File: src/hdl/sjb_pkg.sv
// Shared types and constants of the serial jitter buffer.
package sjb_pkg;

    localparam int FIFO_DEPTH_DEF = 512;
    localparam int CNT_W_DEF      = 32;

    localparam int RESUME_W = 10;
    localparam int SKIP_W   = 8;
    localparam int PULSE_W  = 16;
    localparam int DELAY_W  = 19;
    localparam int DATA_W   = 8;
    localparam int MODE_W   = 2;
    localparam int PADDR_W  = 4;

    localparam logic [RESUME_W-1:0] RESUME_RST   = 10'd8;
    localparam logic [SKIP_W-1:0]   SKIP_LIM_RST = 8'd8;
    localparam logic [PULSE_W-1:0]  MIN_PULSE_RST = 16'd40;
    localparam logic [PULSE_W-1:0]  FALLBACK_RST  = 16'd12000;
    localparam logic [SKIP_W-1:0]   SKIP_MAX      = 8'd255;

    // Register indexes on the configuration port.
    localparam logic [1:0] REG_RESUME   = 2'd0;
    localparam logic [1:0] REG_SKIP_LIM = 2'd1;
    localparam logic [1:0] REG_MIN_PW   = 2'd2;
    localparam logic [1:0] REG_FALLBACK = 2'd3;

    typedef enum logic [MODE_W-1:0] {
        OP_PUSH    = 2'd0,
        OP_TICK    = 2'd1,
        OP_SESSION = 2'd2,
        OP_NONE    = 2'd3
    } t_op;

    typedef struct packed {
        t_op                op;
        logic [DATA_W-1:0]  data;
        logic [PULSE_W-1:0] pulse;
    } t_cmd;

    typedef struct packed {
        logic               byte_valid;
        logic               delay_valid;
        logic [DELAY_W-1:0] delay;
        logic               dropped;
        logic               buffering;
    } t_flags;

endpackage

File: src/hdl/sjb_front.sv
// Front end: accepts commands, resolves the pulse width and queues them for the back end.
module sjb_front (
    input  logic                         i_clk,
    input  logic                         i_rst_n,
    input  logic                         i_start,
    input  logic [sjb_pkg::MODE_W-1:0]   i_mode,
    input  logic [sjb_pkg::DATA_W-1:0]   i_data_byte,
    input  logic [sjb_pkg::PULSE_W-1:0]  i_pulse_width,
    input  logic [sjb_pkg::PULSE_W-1:0]  i_min_pulse,
    input  logic [sjb_pkg::PULSE_W-1:0]  i_fallback_pulse,
    output logic                         o_busy,
    output logic                         o_cmd_valid,
    output sjb_pkg::t_cmd                o_cmd
);

    sjb_pkg::t_cmd r_q [2];
    logic          r_wp;
    logic          r_rp;
    logic [1:0]    r_cnt;
    sjb_pkg::t_cmd w_cmd;
    logic          w_push;
    logic          w_pop;

    always_comb begin
        w_cmd.op    = sjb_pkg::t_op'(i_mode);
        w_cmd.data  = i_data_byte;
        w_cmd.pulse = (i_pulse_width < i_min_pulse) ? i_fallback_pulse : i_pulse_width;
    end

    assign o_busy      = (r_cnt == 2'd2);
    assign w_push      = i_start & ~o_busy;
    // The back end takes one word every cycle, so the head leaves as soon as it is there.
    assign w_pop       = (r_cnt != 2'd0);
    assign o_cmd_valid = w_pop;
    assign o_cmd       = r_q[r_rp];

    always_ff @(posedge i_clk) begin
        if (w_push) begin
            r_q[r_wp] <= w_cmd;
        end
    end

    always_ff @(posedge i_clk) begin
        if (!i_rst_n) begin
            r_wp  <= 1'b0;
            r_rp  <= 1'b0;
            r_cnt <= 2'd0;
        end else begin
            if (w_push) begin
                r_wp <= ~r_wp;
            end
            if (w_pop) begin
                r_rp <= ~r_rp;
            end
            r_cnt <= r_cnt + {1'b0, w_push} - {1'b0, w_pop};
        end
    end

endmodule

File: src/hdl/sjb_back.sv
// Back end: byte store, buffering control, session counters and the result register.
module sjb_back #(
    parameter int FIFO_DEPTH = sjb_pkg::FIFO_DEPTH_DEF,
    parameter int CNT_W      = sjb_pkg::CNT_W_DEF,
    parameter int AW         = $clog2(FIFO_DEPTH),
    parameter int FW         = $clog2(FIFO_DEPTH + 1)
) (
    input  logic                          i_clk,
    input  logic                          i_rst_n,
    input  logic                          i_cmd_valid,
    input  sjb_pkg::t_cmd                 i_cmd,
    input  logic [sjb_pkg::RESUME_W-1:0]  i_resume_level,
    input  logic [sjb_pkg::SKIP_W-1:0]    i_skip_limit,
    output logic                          o_valid,
    output sjb_pkg::t_flags               o_flags,
    output logic [sjb_pkg::DATA_W-1:0]    o_byte,
    output logic [FW-1:0]                 o_fill,
    output logic [CNT_W-1:0]              o_lost,
    output logic [CNT_W-1:0]              o_processed
);

    localparam int RW = (FW > sjb_pkg::RESUME_W) ? FW : sjb_pkg::RESUME_W;
    localparam logic [AW-1:0] LAST = AW'(FIFO_DEPTH - 1);
    localparam logic [FW-1:0] FULL = FW'(FIFO_DEPTH);

    logic [sjb_pkg::DATA_W-1:0] r_mem [FIFO_DEPTH];
    logic [sjb_pkg::DATA_W-1:0] r_rd_data;

    logic [AW-1:0]               r_rp, n_rp;
    logic [AW-1:0]               r_wp, n_wp;
    logic [FW-1:0]               r_fill, n_fill;
    logic                        r_buf, n_buf;
    logic [sjb_pkg::SKIP_W-1:0]  r_skip, n_skip;
    logic [CNT_W-1:0]            r_lost, n_lost;
    logic [CNT_W-1:0]            r_proc, n_proc;
    logic                        r_valid;
    sjb_pkg::t_flags             r_flags, n_flags;
    logic                        w_wr;
    logic                        w_rd;

    always_comb begin
        n_rp    = r_rp;
        n_wp    = r_wp;
        n_fill  = r_fill;
        n_buf   = r_buf;
        n_skip  = r_skip;
        n_lost  = r_lost;
        n_proc  = r_proc;
        w_wr    = 1'b0;
        w_rd    = 1'b0;
        n_flags = '0;
        if (i_cmd_valid) begin
            case (i_cmd.op)
                sjb_pkg::OP_PUSH: begin
                    if (r_fill < FULL) begin
                        w_wr   = 1'b1;
                        n_wp   = (r_wp == LAST) ? '0 : r_wp + 1'b1;
                        n_fill = r_fill + 1'b1;
                        if (RW'(n_fill) >= RW'(i_resume_level)) begin
                            n_buf = 1'b0;
                        end
                    end else begin
                        n_lost          = r_lost + 1'b1;
                        n_flags.dropped = 1'b1;
                    end
                end
                sjb_pkg::OP_TICK: begin
                    if (r_fill == '0) begin
                        n_buf = 1'b1;
                    end else if (r_buf) begin
                        // The skip count saturates; it still ends buffering past the limit.
                        if (r_skip < sjb_pkg::SKIP_MAX) begin
                            n_skip = r_skip + 1'b1;
                        end
                        if (n_skip > i_skip_limit) begin
                            n_buf = 1'b0;
                        end
                    end else begin
                        w_rd               = 1'b1;
                        n_flags.byte_valid = 1'b1;
                        n_rp               = (r_rp == LAST) ? '0 : r_rp + 1'b1;
                        n_fill             = r_fill - 1'b1;
                        n_proc             = r_proc + 1'b1;
                        n_skip             = '0;
                    end
                    n_flags.delay_valid = 1'b1;
                    n_flags.delay       = {i_cmd.pulse, 3'b000};
                end
                sjb_pkg::OP_SESSION: begin
                    n_skip = '0;
                    n_lost = '0;
                    n_proc = '0;
                end
                default: begin
                end
            endcase
        end
        n_flags.buffering = n_buf;
    end

    always_ff @(posedge i_clk) begin
        if (w_wr) begin
            r_mem[r_wp] <= i_cmd.data;
        end
        if (w_rd) begin
            r_rd_data <= r_mem[r_rp];
        end
        r_flags <= n_flags;
    end

    always_ff @(posedge i_clk) begin
        if (!i_rst_n) begin
            r_rp    <= '0;
            r_wp    <= '0;
            r_fill  <= '0;
            r_buf   <= 1'b0;
            r_skip  <= '0;
            r_lost  <= '0;
            r_proc  <= '0;
            r_valid <= 1'b0;
        end else begin
            r_rp    <= n_rp;
            r_wp    <= n_wp;
            r_fill  <= n_fill;
            r_buf   <= n_buf;
            r_skip  <= n_skip;
            r_lost  <= n_lost;
            r_proc  <= n_proc;
            r_valid <= i_cmd_valid;
        end
    end

    assign o_valid     = r_valid;
    assign o_flags     = r_flags;
    assign o_byte      = r_flags.byte_valid ? r_rd_data : '0;
    assign o_fill      = r_fill;
    assign o_lost      = r_lost;
    assign o_processed = r_proc;

endmodule

File: src/hdl/serial_jitter_buffer.sv
// Top level of the serial jitter buffer: configuration registers, front and back ends.
//
// Commands enter on start with mode, data_byte and pulse_width; a word is taken at a
// rising edge where start is high and busy is low. Mode 0 pushes a byte, mode 1 is a
// delivery tick, mode 2 starts a session, mode 3 only reports status.
// Every command produces exactly one result, shown for one cycle with o_valid high.
// A command taken at a rising edge is first registered in the queue; the back end then
// executes it and registers its result, which is shown on the outputs. One command per
// cycle is sustained; a two-word queue separates the command front end from the back
// end that owns the byte store, whose single write/read port handles the one push or
// pop of each command.
// busy only rises if the queue fills, which the back end, draining a word each cycle,
// never lets happen.
// The receiver cannot hold results off; each one is valid for its single cycle only.
// Reset (synchronous, active low) empties the store, clears buffering and all
// counters, and loads the register defaults. The store contents are not cleared.
// Registers sit at byte addresses 0, 4, 8 and 12 on the APB-style port and may only
// be written while no command is in flight.
module serial_jitter_buffer #(
    parameter int FIFO_DEPTH = sjb_pkg::FIFO_DEPTH_DEF,
    parameter int CNT_W      = sjb_pkg::CNT_W_DEF,
    parameter int FW         = $clog2(FIFO_DEPTH + 1)
) (
    input  logic                          i_clk,
    input  logic                          i_rst_n,
    input  logic                          start,
    output logic                          busy,
    input  logic [sjb_pkg::MODE_W-1:0]    i_mode,
    input  logic [sjb_pkg::DATA_W-1:0]    i_data_byte,
    input  logic [sjb_pkg::PULSE_W-1:0]   i_pulse_width,
    output logic                          o_valid,
    output logic                          o_byte_valid,
    output logic [sjb_pkg::DATA_W-1:0]    o_byte_out,
    output logic                          o_delay_valid,
    output logic [sjb_pkg::DELAY_W-1:0]   o_next_delay,
    output logic                          o_dropped,
    output logic                          o_is_buffering,
    output logic [FW-1:0]                 o_fill_level,
    output logic [CNT_W-1:0]              o_lost_total,
    output logic [CNT_W-1:0]              o_processed_total,
    input  logic                          psel,
    input  logic                          penable,
    input  logic                          pwrite,
    input  logic [sjb_pkg::PADDR_W-1:0]   paddr,
    input  logic [31:0]                   pwdata,
    output logic [31:0]                   prdata,
    output logic                          pready
);

    logic [sjb_pkg::RESUME_W-1:0] r_resume;
    logic [sjb_pkg::SKIP_W-1:0]   r_skip_lim;
    logic [sjb_pkg::PULSE_W-1:0]  r_min_pw;
    logic [sjb_pkg::PULSE_W-1:0]  r_fallback;
    logic                         w_cfg_wr;
    logic [1:0]                   w_reg;
    logic                         w_cmd_valid;
    sjb_pkg::t_cmd                w_cmd;
    sjb_pkg::t_flags              w_flags;

    assign pready   = 1'b1;
    assign w_reg    = paddr[3:2];
    assign w_cfg_wr = psel & penable & pwrite & pready;

    always_ff @(posedge i_clk) begin
        if (!i_rst_n) begin
            r_resume   <= sjb_pkg::RESUME_RST;
            r_skip_lim <= sjb_pkg::SKIP_LIM_RST;
            r_min_pw   <= sjb_pkg::MIN_PULSE_RST;
            r_fallback <= sjb_pkg::FALLBACK_RST;
        end else if (w_cfg_wr) begin
            case (w_reg)
                sjb_pkg::REG_RESUME:   r_resume   <= pwdata[sjb_pkg::RESUME_W-1:0];
                sjb_pkg::REG_SKIP_LIM: r_skip_lim <= pwdata[sjb_pkg::SKIP_W-1:0];
                sjb_pkg::REG_MIN_PW:   r_min_pw   <= pwdata[sjb_pkg::PULSE_W-1:0];
                sjb_pkg::REG_FALLBACK: r_fallback <= pwdata[sjb_pkg::PULSE_W-1:0];
                default: begin
                end
            endcase
        end
    end

    always_comb begin
        case (w_reg)
            sjb_pkg::REG_RESUME:   prdata = 32'(r_resume);
            sjb_pkg::REG_SKIP_LIM: prdata = 32'(r_skip_lim);
            sjb_pkg::REG_MIN_PW:   prdata = 32'(r_min_pw);
            sjb_pkg::REG_FALLBACK: prdata = 32'(r_fallback);
            default:               prdata = '0;
        endcase
    end

    sjb_front u_front (
        .i_clk            (i_clk),
        .i_rst_n          (i_rst_n),
        .i_start          (start),
        .i_mode           (i_mode),
        .i_data_byte      (i_data_byte),
        .i_pulse_width    (i_pulse_width),
        .i_min_pulse      (r_min_pw),
        .i_fallback_pulse (r_fallback),
        .o_busy           (busy),
        .o_cmd_valid      (w_cmd_valid),
        .o_cmd            (w_cmd)
    );

    sjb_back #(
        .FIFO_DEPTH (FIFO_DEPTH),
        .CNT_W      (CNT_W),
        .FW         (FW)
    ) u_back (
        .i_clk          (i_clk),
        .i_rst_n        (i_rst_n),
        .i_cmd_valid    (w_cmd_valid),
        .i_cmd          (w_cmd),
        .i_resume_level (r_resume),
        .i_skip_limit   (r_skip_lim),
        .o_valid        (o_valid),
        .o_flags        (w_flags),
        .o_byte         (o_byte_out),
        .o_fill         (o_fill_level),
        .o_lost         (o_lost_total),
        .o_processed    (o_processed_total)
    );

    assign o_byte_valid   = w_flags.byte_valid;
    assign o_delay_valid  = w_flags.delay_valid;
    assign o_next_delay   = w_flags.delay;
    assign o_dropped      = w_flags.dropped;
    assign o_is_buffering = w_flags.buffering;

`ifndef SYNTH
    // Each accepted word yields its result with o_valid high.
    a_latency: assert property (@(posedge i_clk) disable iff (!i_rst_n)
        (start && !busy) |-> ##2 o_valid)
        else $error("result missing two cycles after an accepted word");

    // A delivered byte and a dropped byte cannot come from the same word.
    a_byte_or_drop: assert property (@(posedge i_clk) disable iff (!i_rst_n)
        o_valid |-> !(o_byte_valid && o_dropped))
        else $error("byte delivered and dropped together");

    // A delivery leaves the buffering flag clear.
    a_deliver_not_buffering: assert property (@(posedge i_clk) disable iff (!i_rst_n)
        (o_valid && o_byte_valid) |-> !o_is_buffering)
        else $error("byte delivered while buffering");

    // The fill level never exceeds the store depth.
    a_fill_bound: assert property (@(posedge i_clk) disable iff (!i_rst_n)
        o_fill_level <= FW'(FIFO_DEPTH))
        else $error("fill level above store depth");
`endif

endmodule
File: config.mk
export PLATFORM = sky130hd
export DESIGN_NAME = serial_jitter_buffer
export DESIGN_NICKNAME = d
export VERILOG_FILES = /design/src/hdl/sjb_pkg.sv /design/src/hdl/sjb_front.sv /design/src/hdl/sjb_back.sv /design/src/hdl/serial_jitter_buffer.sv
export SDC_FILE = /design/constraint.sdc
export NUM_CORES = 2
export LEC_CHECK = 0
export BUFFER_PORTS_ARGS = -buffer_cell sky130_fd_sc_hd__buf_2
export CAP_MARGIN = 40
export CORE_MARGIN = 4
export CORE_UTILIZATION = 30
export CTS_BUF_LIST = sky130_fd_sc_hd__clkbuf_2
export DETAILED_ROUTE_END_ITERATION = 8
export PLACE_DENSITY = 0.47
export SLEW_MARGIN = 20
export SYNTH_ARGS = -nofsm -noshare
export SYNTH_HDL_FRONTEND = slang
export SYNTH_MEMORY_MAX_BITS = 65536
export SYNTH_SLANG_ARGS = --single-unit
export TNS_END_PERCENT = 30
File: constraint.sdc
create_clock -name i_clk -period 5.6 [get_ports i_clk]
set_clock_uncertainty 0.1 [all_clocks]
set_input_delay 1.12 -clock i_clk [delete_from_list [all_inputs] [get_ports i_clk]]
set_output_delay 1.12 -clock i_clk [all_outputs]
set_load 0.01 [all_outputs]
; Word-level counts from Yosys, hierarchy flattened
; Memory sizes are Yosys's and may differ from the RTL's. A register that Yosys moved wholly into a read port is not among the register bits.
; Cells that the tools add are included.
[totals]
register_bits = 179
ramBits = 4148
input_bits = 68
output_inout_bits = 140
wordCells = 120
mem_count = 2
[mem_list]
columns = memory, depth, word_bits, read_ports, rd_ports_with_merged_regs, write_ports, line_no
row1 = u_back.r_mem, 512, 8, 1, 1, 1, sjb_back.sv:26  ; logic [sjb_pkg::DATA_W-1:0] r_mem [FIFO_DEPTH];
row2 = u_front.r_q, 2, 26, 1, 1, 1, sjb_front.sv:16  ; sjb_pkg::t_cmd r_q [2];
[classes]
n_addsub = 9
order_cmp = 5
eq_ne = 12
n_mux = 44
n_bitwise = 8
reduce_logical = 19
[op_table]
columns = operator, n
row1 = $pmux 32 s2, 2
row2 = $pmux 32 s4, 1
row3 = $mux 32, 3
row4 = $add 32x1->32 const B, 2
row5 = $mux 8, 8
row6 = $mux 10, 3
row7 = $mux 1, 20
row8 = $mux 20, 1
row9 = $pmux 10 s2, 1
row10 = $add 9x1->9 const B, 2
row11 = $eq 9x9->1 const B, 2
row12 = $mux 9, 2
row13 = $lt 16x16->1, 1
row14 = $mux 16, 1
row15 = $pmux 8 s2, 1
row16 = $reduce_and 2->1, 6
row17 = $add 10x1->10 const B, 1
row18 = $ge 10x10->1, 1
row19 = $logic_not 10->1, 1
row20 = $lt 10x10->1 const B, 1
row21 = $sub 10x1->10 const B, 1
row22 = $reduce_and 3->1, 3
row23 = $add 8x1->8 const B, 1
row24 = $eq 2x2->1 const B, 4
row25 = other kinds (14), 28

; Depth between registers and ports, before layout
[logic_depth]
word_depth = 12
mapped_depth = 15
depth_no_buf = 15

; Modules after synthesis
; From an unflattened synthesis, not the netlist that was laid out.
[unflattened]
cells_unflattened = 8501
hier_area_um2 = 170000.5
[modules_own_cells]
columns = mod, n_inst, cells_each, area_per_inst_um2, seq_area_each_um2
row1 = sjb_back, 1, 8088, 164946.9, 125680.5
row2 = sjb_front, 1, 170, 2681.3, 1661.6
row3 = serial_jitter_buffer, 1, 243, 2372.3, 1001.0

; Least setup slack after synthesis
; OpenSTA, ideal clock, no wires.
[synth_timing]
path_type = reg2reg
startpoint = reg (tool-made name)
endpoint = mem u_back.r_mem[0][6] (netlist bit), data pin
setup_ps = 911
arrival_time_ps = 4611
required_time_ps = 4589
slack_ps = -22
path_stages_with_launch = 4
n_path_buf = 2
period_less_slack_ps = 5622
cell_sequence = dfxtp_1 > clkbuf_1 > clkbuf_1 > mux2_2
[synth_lines]
columns = element, line_no
row1 = to (decl), sjb_back.sv:26

; Worst setup path after layout
[layout_timing]
startpoint = in paddr[2] (netlist bit)
endpoint = out prdata[8]
[layout_via]
elab_chain_len = 2
elab_cells_between_ends = 5
cone_classes = eq/ne: 3 / mux: 1 / reduce/logical: 1
[layout_lines]
columns = element, line_no
row1 = from (decl), serial_jitter_buffer.sv:44  ; input logic [sjb_pkg::PADDR_W-1:0] paddr,
row2 = $eq 2x2->1 (tied with other cells), serial_jitter_buffer.sv:83  ; case (w_reg)
row3 = $pmux 32 s4 (*), serial_jitter_buffer.sv:83
row4 = to (decl), serial_jitter_buffer.sv:46  ; output logic [31:0] prdata,
; Mark *: on every way between the ends. The rest lies on a longest branch, timed or not. The select of a mux whose other input is x is not followed.

==> out/qor.yml <==
die_area_sq_um: 577000
grt_antenna_before_repair: 34
io_buffers: 169
num_vias: 93900
ff2ff_setup_slack_ps: 930
antenna_left: 0
clockPowerShare_pct: 35.2
grt_usage_pct: 17.8
dp_hpwl_um: 318000
path_delay_family: "buffers and inverters"
crit_chain: "dlygate4sd3_1, buf_2, dlygate4sd3_1, nor2_1, a22o_1, buf_2"
tightest_slew_ps: 1250
cpPeakStageDelay_ps: 760
switching_power_mw: 14.2
crit_fanout: 23
r2r_start: "u_back.r_rp[0]"
mostFrequentLayoutCells: "edfxtp_1 (4,156), clkbuf_2 (1,593), mux4_2 (941)"
dr_wl_met3_um: 39000
final_cells: 18500
rr_endpoint: "u_back.r_rd_data[7]"
peakVddDrop_uv: 164
multi_input_area_sq_um: 38700
synth_edf_count: 4156
grt_overflow: 0
clock-sinks: 4333
period_share_pct: 84.8
io_pins: 208
gp_congestion: 0.812
synthDistinctLibCells: 76
hold_path_class: "flop to flop"
first_pass_iters: 6
tns_ps: 0
vias_per_cell: 5.07
layout-drive-gt1-share_pct: 32.0
regArea_sq_um: 128000
post-cts-setup-buffers: 0
p_comb_share_pct: 3.7
synth_warnings: 0
cp-end-kind: "primary output"
worstSkewPairLatency_ps: 2320
cts_buffers: 1173
p_per_area_nw_per_um2: 302
nets: 10400
fmax_mhz: 210
r2r_cells: 10
htreeDepth: 7
ys_seq_area_share_pct: 75.7
start_util_pct: 30.2
synth_area_sq_um: 170000
fill_cells: 53800
ys.flop_type: "edfxtp_1"
critPathCapture: "prdata[8]"
path_clk_slew_ps: 90
cts_root_buffer: "clkbuf_2"
cp.depth: 6
row_count: 275
dp_cells: 16200
clockBufferDepth: 5
rsz0062_at_grt: "false"
cp-startpoint: "paddr[2]"
final_util_pct: 34.7
drv_cap: 0
relSlewSlack_pct: 16.8
postSynthCellCount: 8657
cp.arrival_ps: 3530
final_hold_viol_count: 0
drc_errors: 0
startpoint_type: "primary input"
wl_per_cell_um: 28.3
die_w_um: 760
required_ps: 4380
syn2layout_area_growth_pct: 14.9
syn_avg_cell_area_sq_um: 19.6
period_needed_ps: 4750
p_seq_share_pct: 61.1
grt_max_degree: 185
drt_iter0_markers: 8943
wirelength_um: 524000
slew_violations: 0
die_h_um: 760
status: "complete, no violations"
m1WireLength_um: 221000
cts_tree: "yes"
finalSetupViolCount: 0
crit_type: "primary input to primary output"
dr_wl_met2_um: 251000
post_cts_resized: 0
route.top_layer_used: "met5"
grt_first_pass_wirelength_um: 731000
first_global_vias: 96600
final_common_cell: "edfxtp_1"
slowest_stage: "dlygate4sd3_1"
ys_ff_latch: 4333
power_leakage_nw: 61.8
p_total_mw: 58.8
coreArea_sq_um: 562000
switching_share_pct: 24.2
internal-power_mw: 44.6
crit_buf_inv: 4
async_reset_ff_share_pct: 0
==> synth_stat cells, drive strengths merged (10+ instances only) <==
cell type	instances	area, sq um
xnor2	41	359
mux2i	346	3460
o221ai	46	403
xor2	40	350
and2	29	181
a21oi	176	881
nor2b	41	257
a2111oi	12	106
nand4	32	206
mux2	39	439
nor2	702	2640
a221oi	57	499
o21ai	117	586
ha	49	613
a311oi	11	96.3
edfxtp	4156	125000
o211ai	18	135
or3	17	106
a31oi	14	87.6
dfxtp	177	3540
a21boi	36	270
o22ai	74	463
a22oi	152	1140
nor3	56	285
a211oi	30	225
a22o	15	131
and3	25	156
buf	282	1820
nor4	17	106
clkbuf	267	1000
nand3	110	551
nand2	362	1360
nand2b	10	62.6
inv	56	210
mux4	941	21200
==> per-layer routing <==
| metal | track usage, % | up-vias |
|---|---|---|
| met5 | 0 | - |
| met4 | 5.69 | 4 |
| met3 | 4.31 | 705 |
| met2 | 28.5 | 4092 |
| met1 | 23.9 | 49900 |
| li1 | - | 39200 |
==> registers in the layout, summed over array words and instances (netlist names), 10 cells and up, named ones only <==
| signal | cells |
|---|---|
| u_back.r_mem | 4096 |
| u_front.r_q | 52 |
| u_back.o_lost | 32 |
| u_back.o_processed | 32 |
| u_back.o_flags | 20 |
| r_fallback | 16 |
| r_min_pw | 16 |
| r_resume | 10 |
| u_back.o_fill | 10 |
==> worst min-delay path by stage <==
| stage | start | end | slack (ps) | cells past startpoint |
|---|---|---|---|---|
| 6_report | u_front.r_q[0][8] | u_back.o_flags[13] | 380 | 2 |
| 5_1_grt | paddr[2] | r_fallback[14] | 160 | 5 |
| 4_1_cts | psel | r_resume[3] | 60 | 7 |
| 3_5_place_dp | r_min_pw[9] | r_min_pw[9] | 360 | 2 |
| 3_3_place_gp | r_min_pw[8] | r_min_pw[8] | 360 | 2 |
| 2_1_floorplan | r_min_pw[8] | r_min_pw[8] | 340 | 2 |
==> final cells by class <==
cell class	instances	area share [%]
Tap cell	7479	4.80
Inverter	58	0.119
Timing Repair Buffer	1004	4.46
Antenna cell	41	0.0527
Clock inverter	276	0.707
Clock buffer	1593	4.09
Multi-Input combinational cell	3735	19.9
Sequential cell	4333	65.9
==> logic make-up after synthesis <==
| family | Yosys count | share of synthesized area [%] |
|---|---|---|
| flip-flops | 4333 | 75.7 |
| AND/OR/NAND/NOR | 1433 | 3.63 |
| multiplexers | 1326 | 14.8 |
| AO/OA/AOI/OAI | 826 | 3.32 |
| buffers and inverters | 607 | 1.79 |
| XOR/XNOR | 81 | 0.418 |
| adder cells (fa/ha/maj) | 49 | 0.362 |
| other | 2 | 0.00443 |
==> worst register-to-register path, stage by stage, from the launching register on <==
cell and delay (ps):
dfxtp_4 840, buf_12 400, buf_4 390, mux4_2 580, nand2_1 110, a21oi_1 90
o21ai_0 660, o21ai_0 200, o21ai_1 570, buf_4 270, a41oi_1 110
==> metrics by stage <==
step / setup WS, ps / hold slack [ps] / cell area [sq um]
after floorplan: -21.7 / 343 / 170000
after global placement: 588 / 355 / 181000
after detailed placement: 798 / 360 / 182000
after CTS: 586 / 60.8 / 193000
after global routing: 553 / 162 / 195000
final: 849 / 379 / 195000
==> timing repair <==
action | in CTS | in global routing
endpoints found under the hold margin | 261 | 0
hold buffers | 185 | 0
endpoints found under the setup margin | 0 | 0
==> power by group through the flow <==
stage / registers (mW) / logic, mW / clock network, mW
global route: 35.9 / 2.34 / 23.4
CTS: 35.9 / 2.21 / 21.5
floorplan: 36.9 / 1.14 / 0
detailed placement: 36.7 / 2.11 / 0
global placement: 36.7 / 2.01 / 0
finish: 35.9 / 2.16 / 20.7
Power figures use the tool's default switching activity.
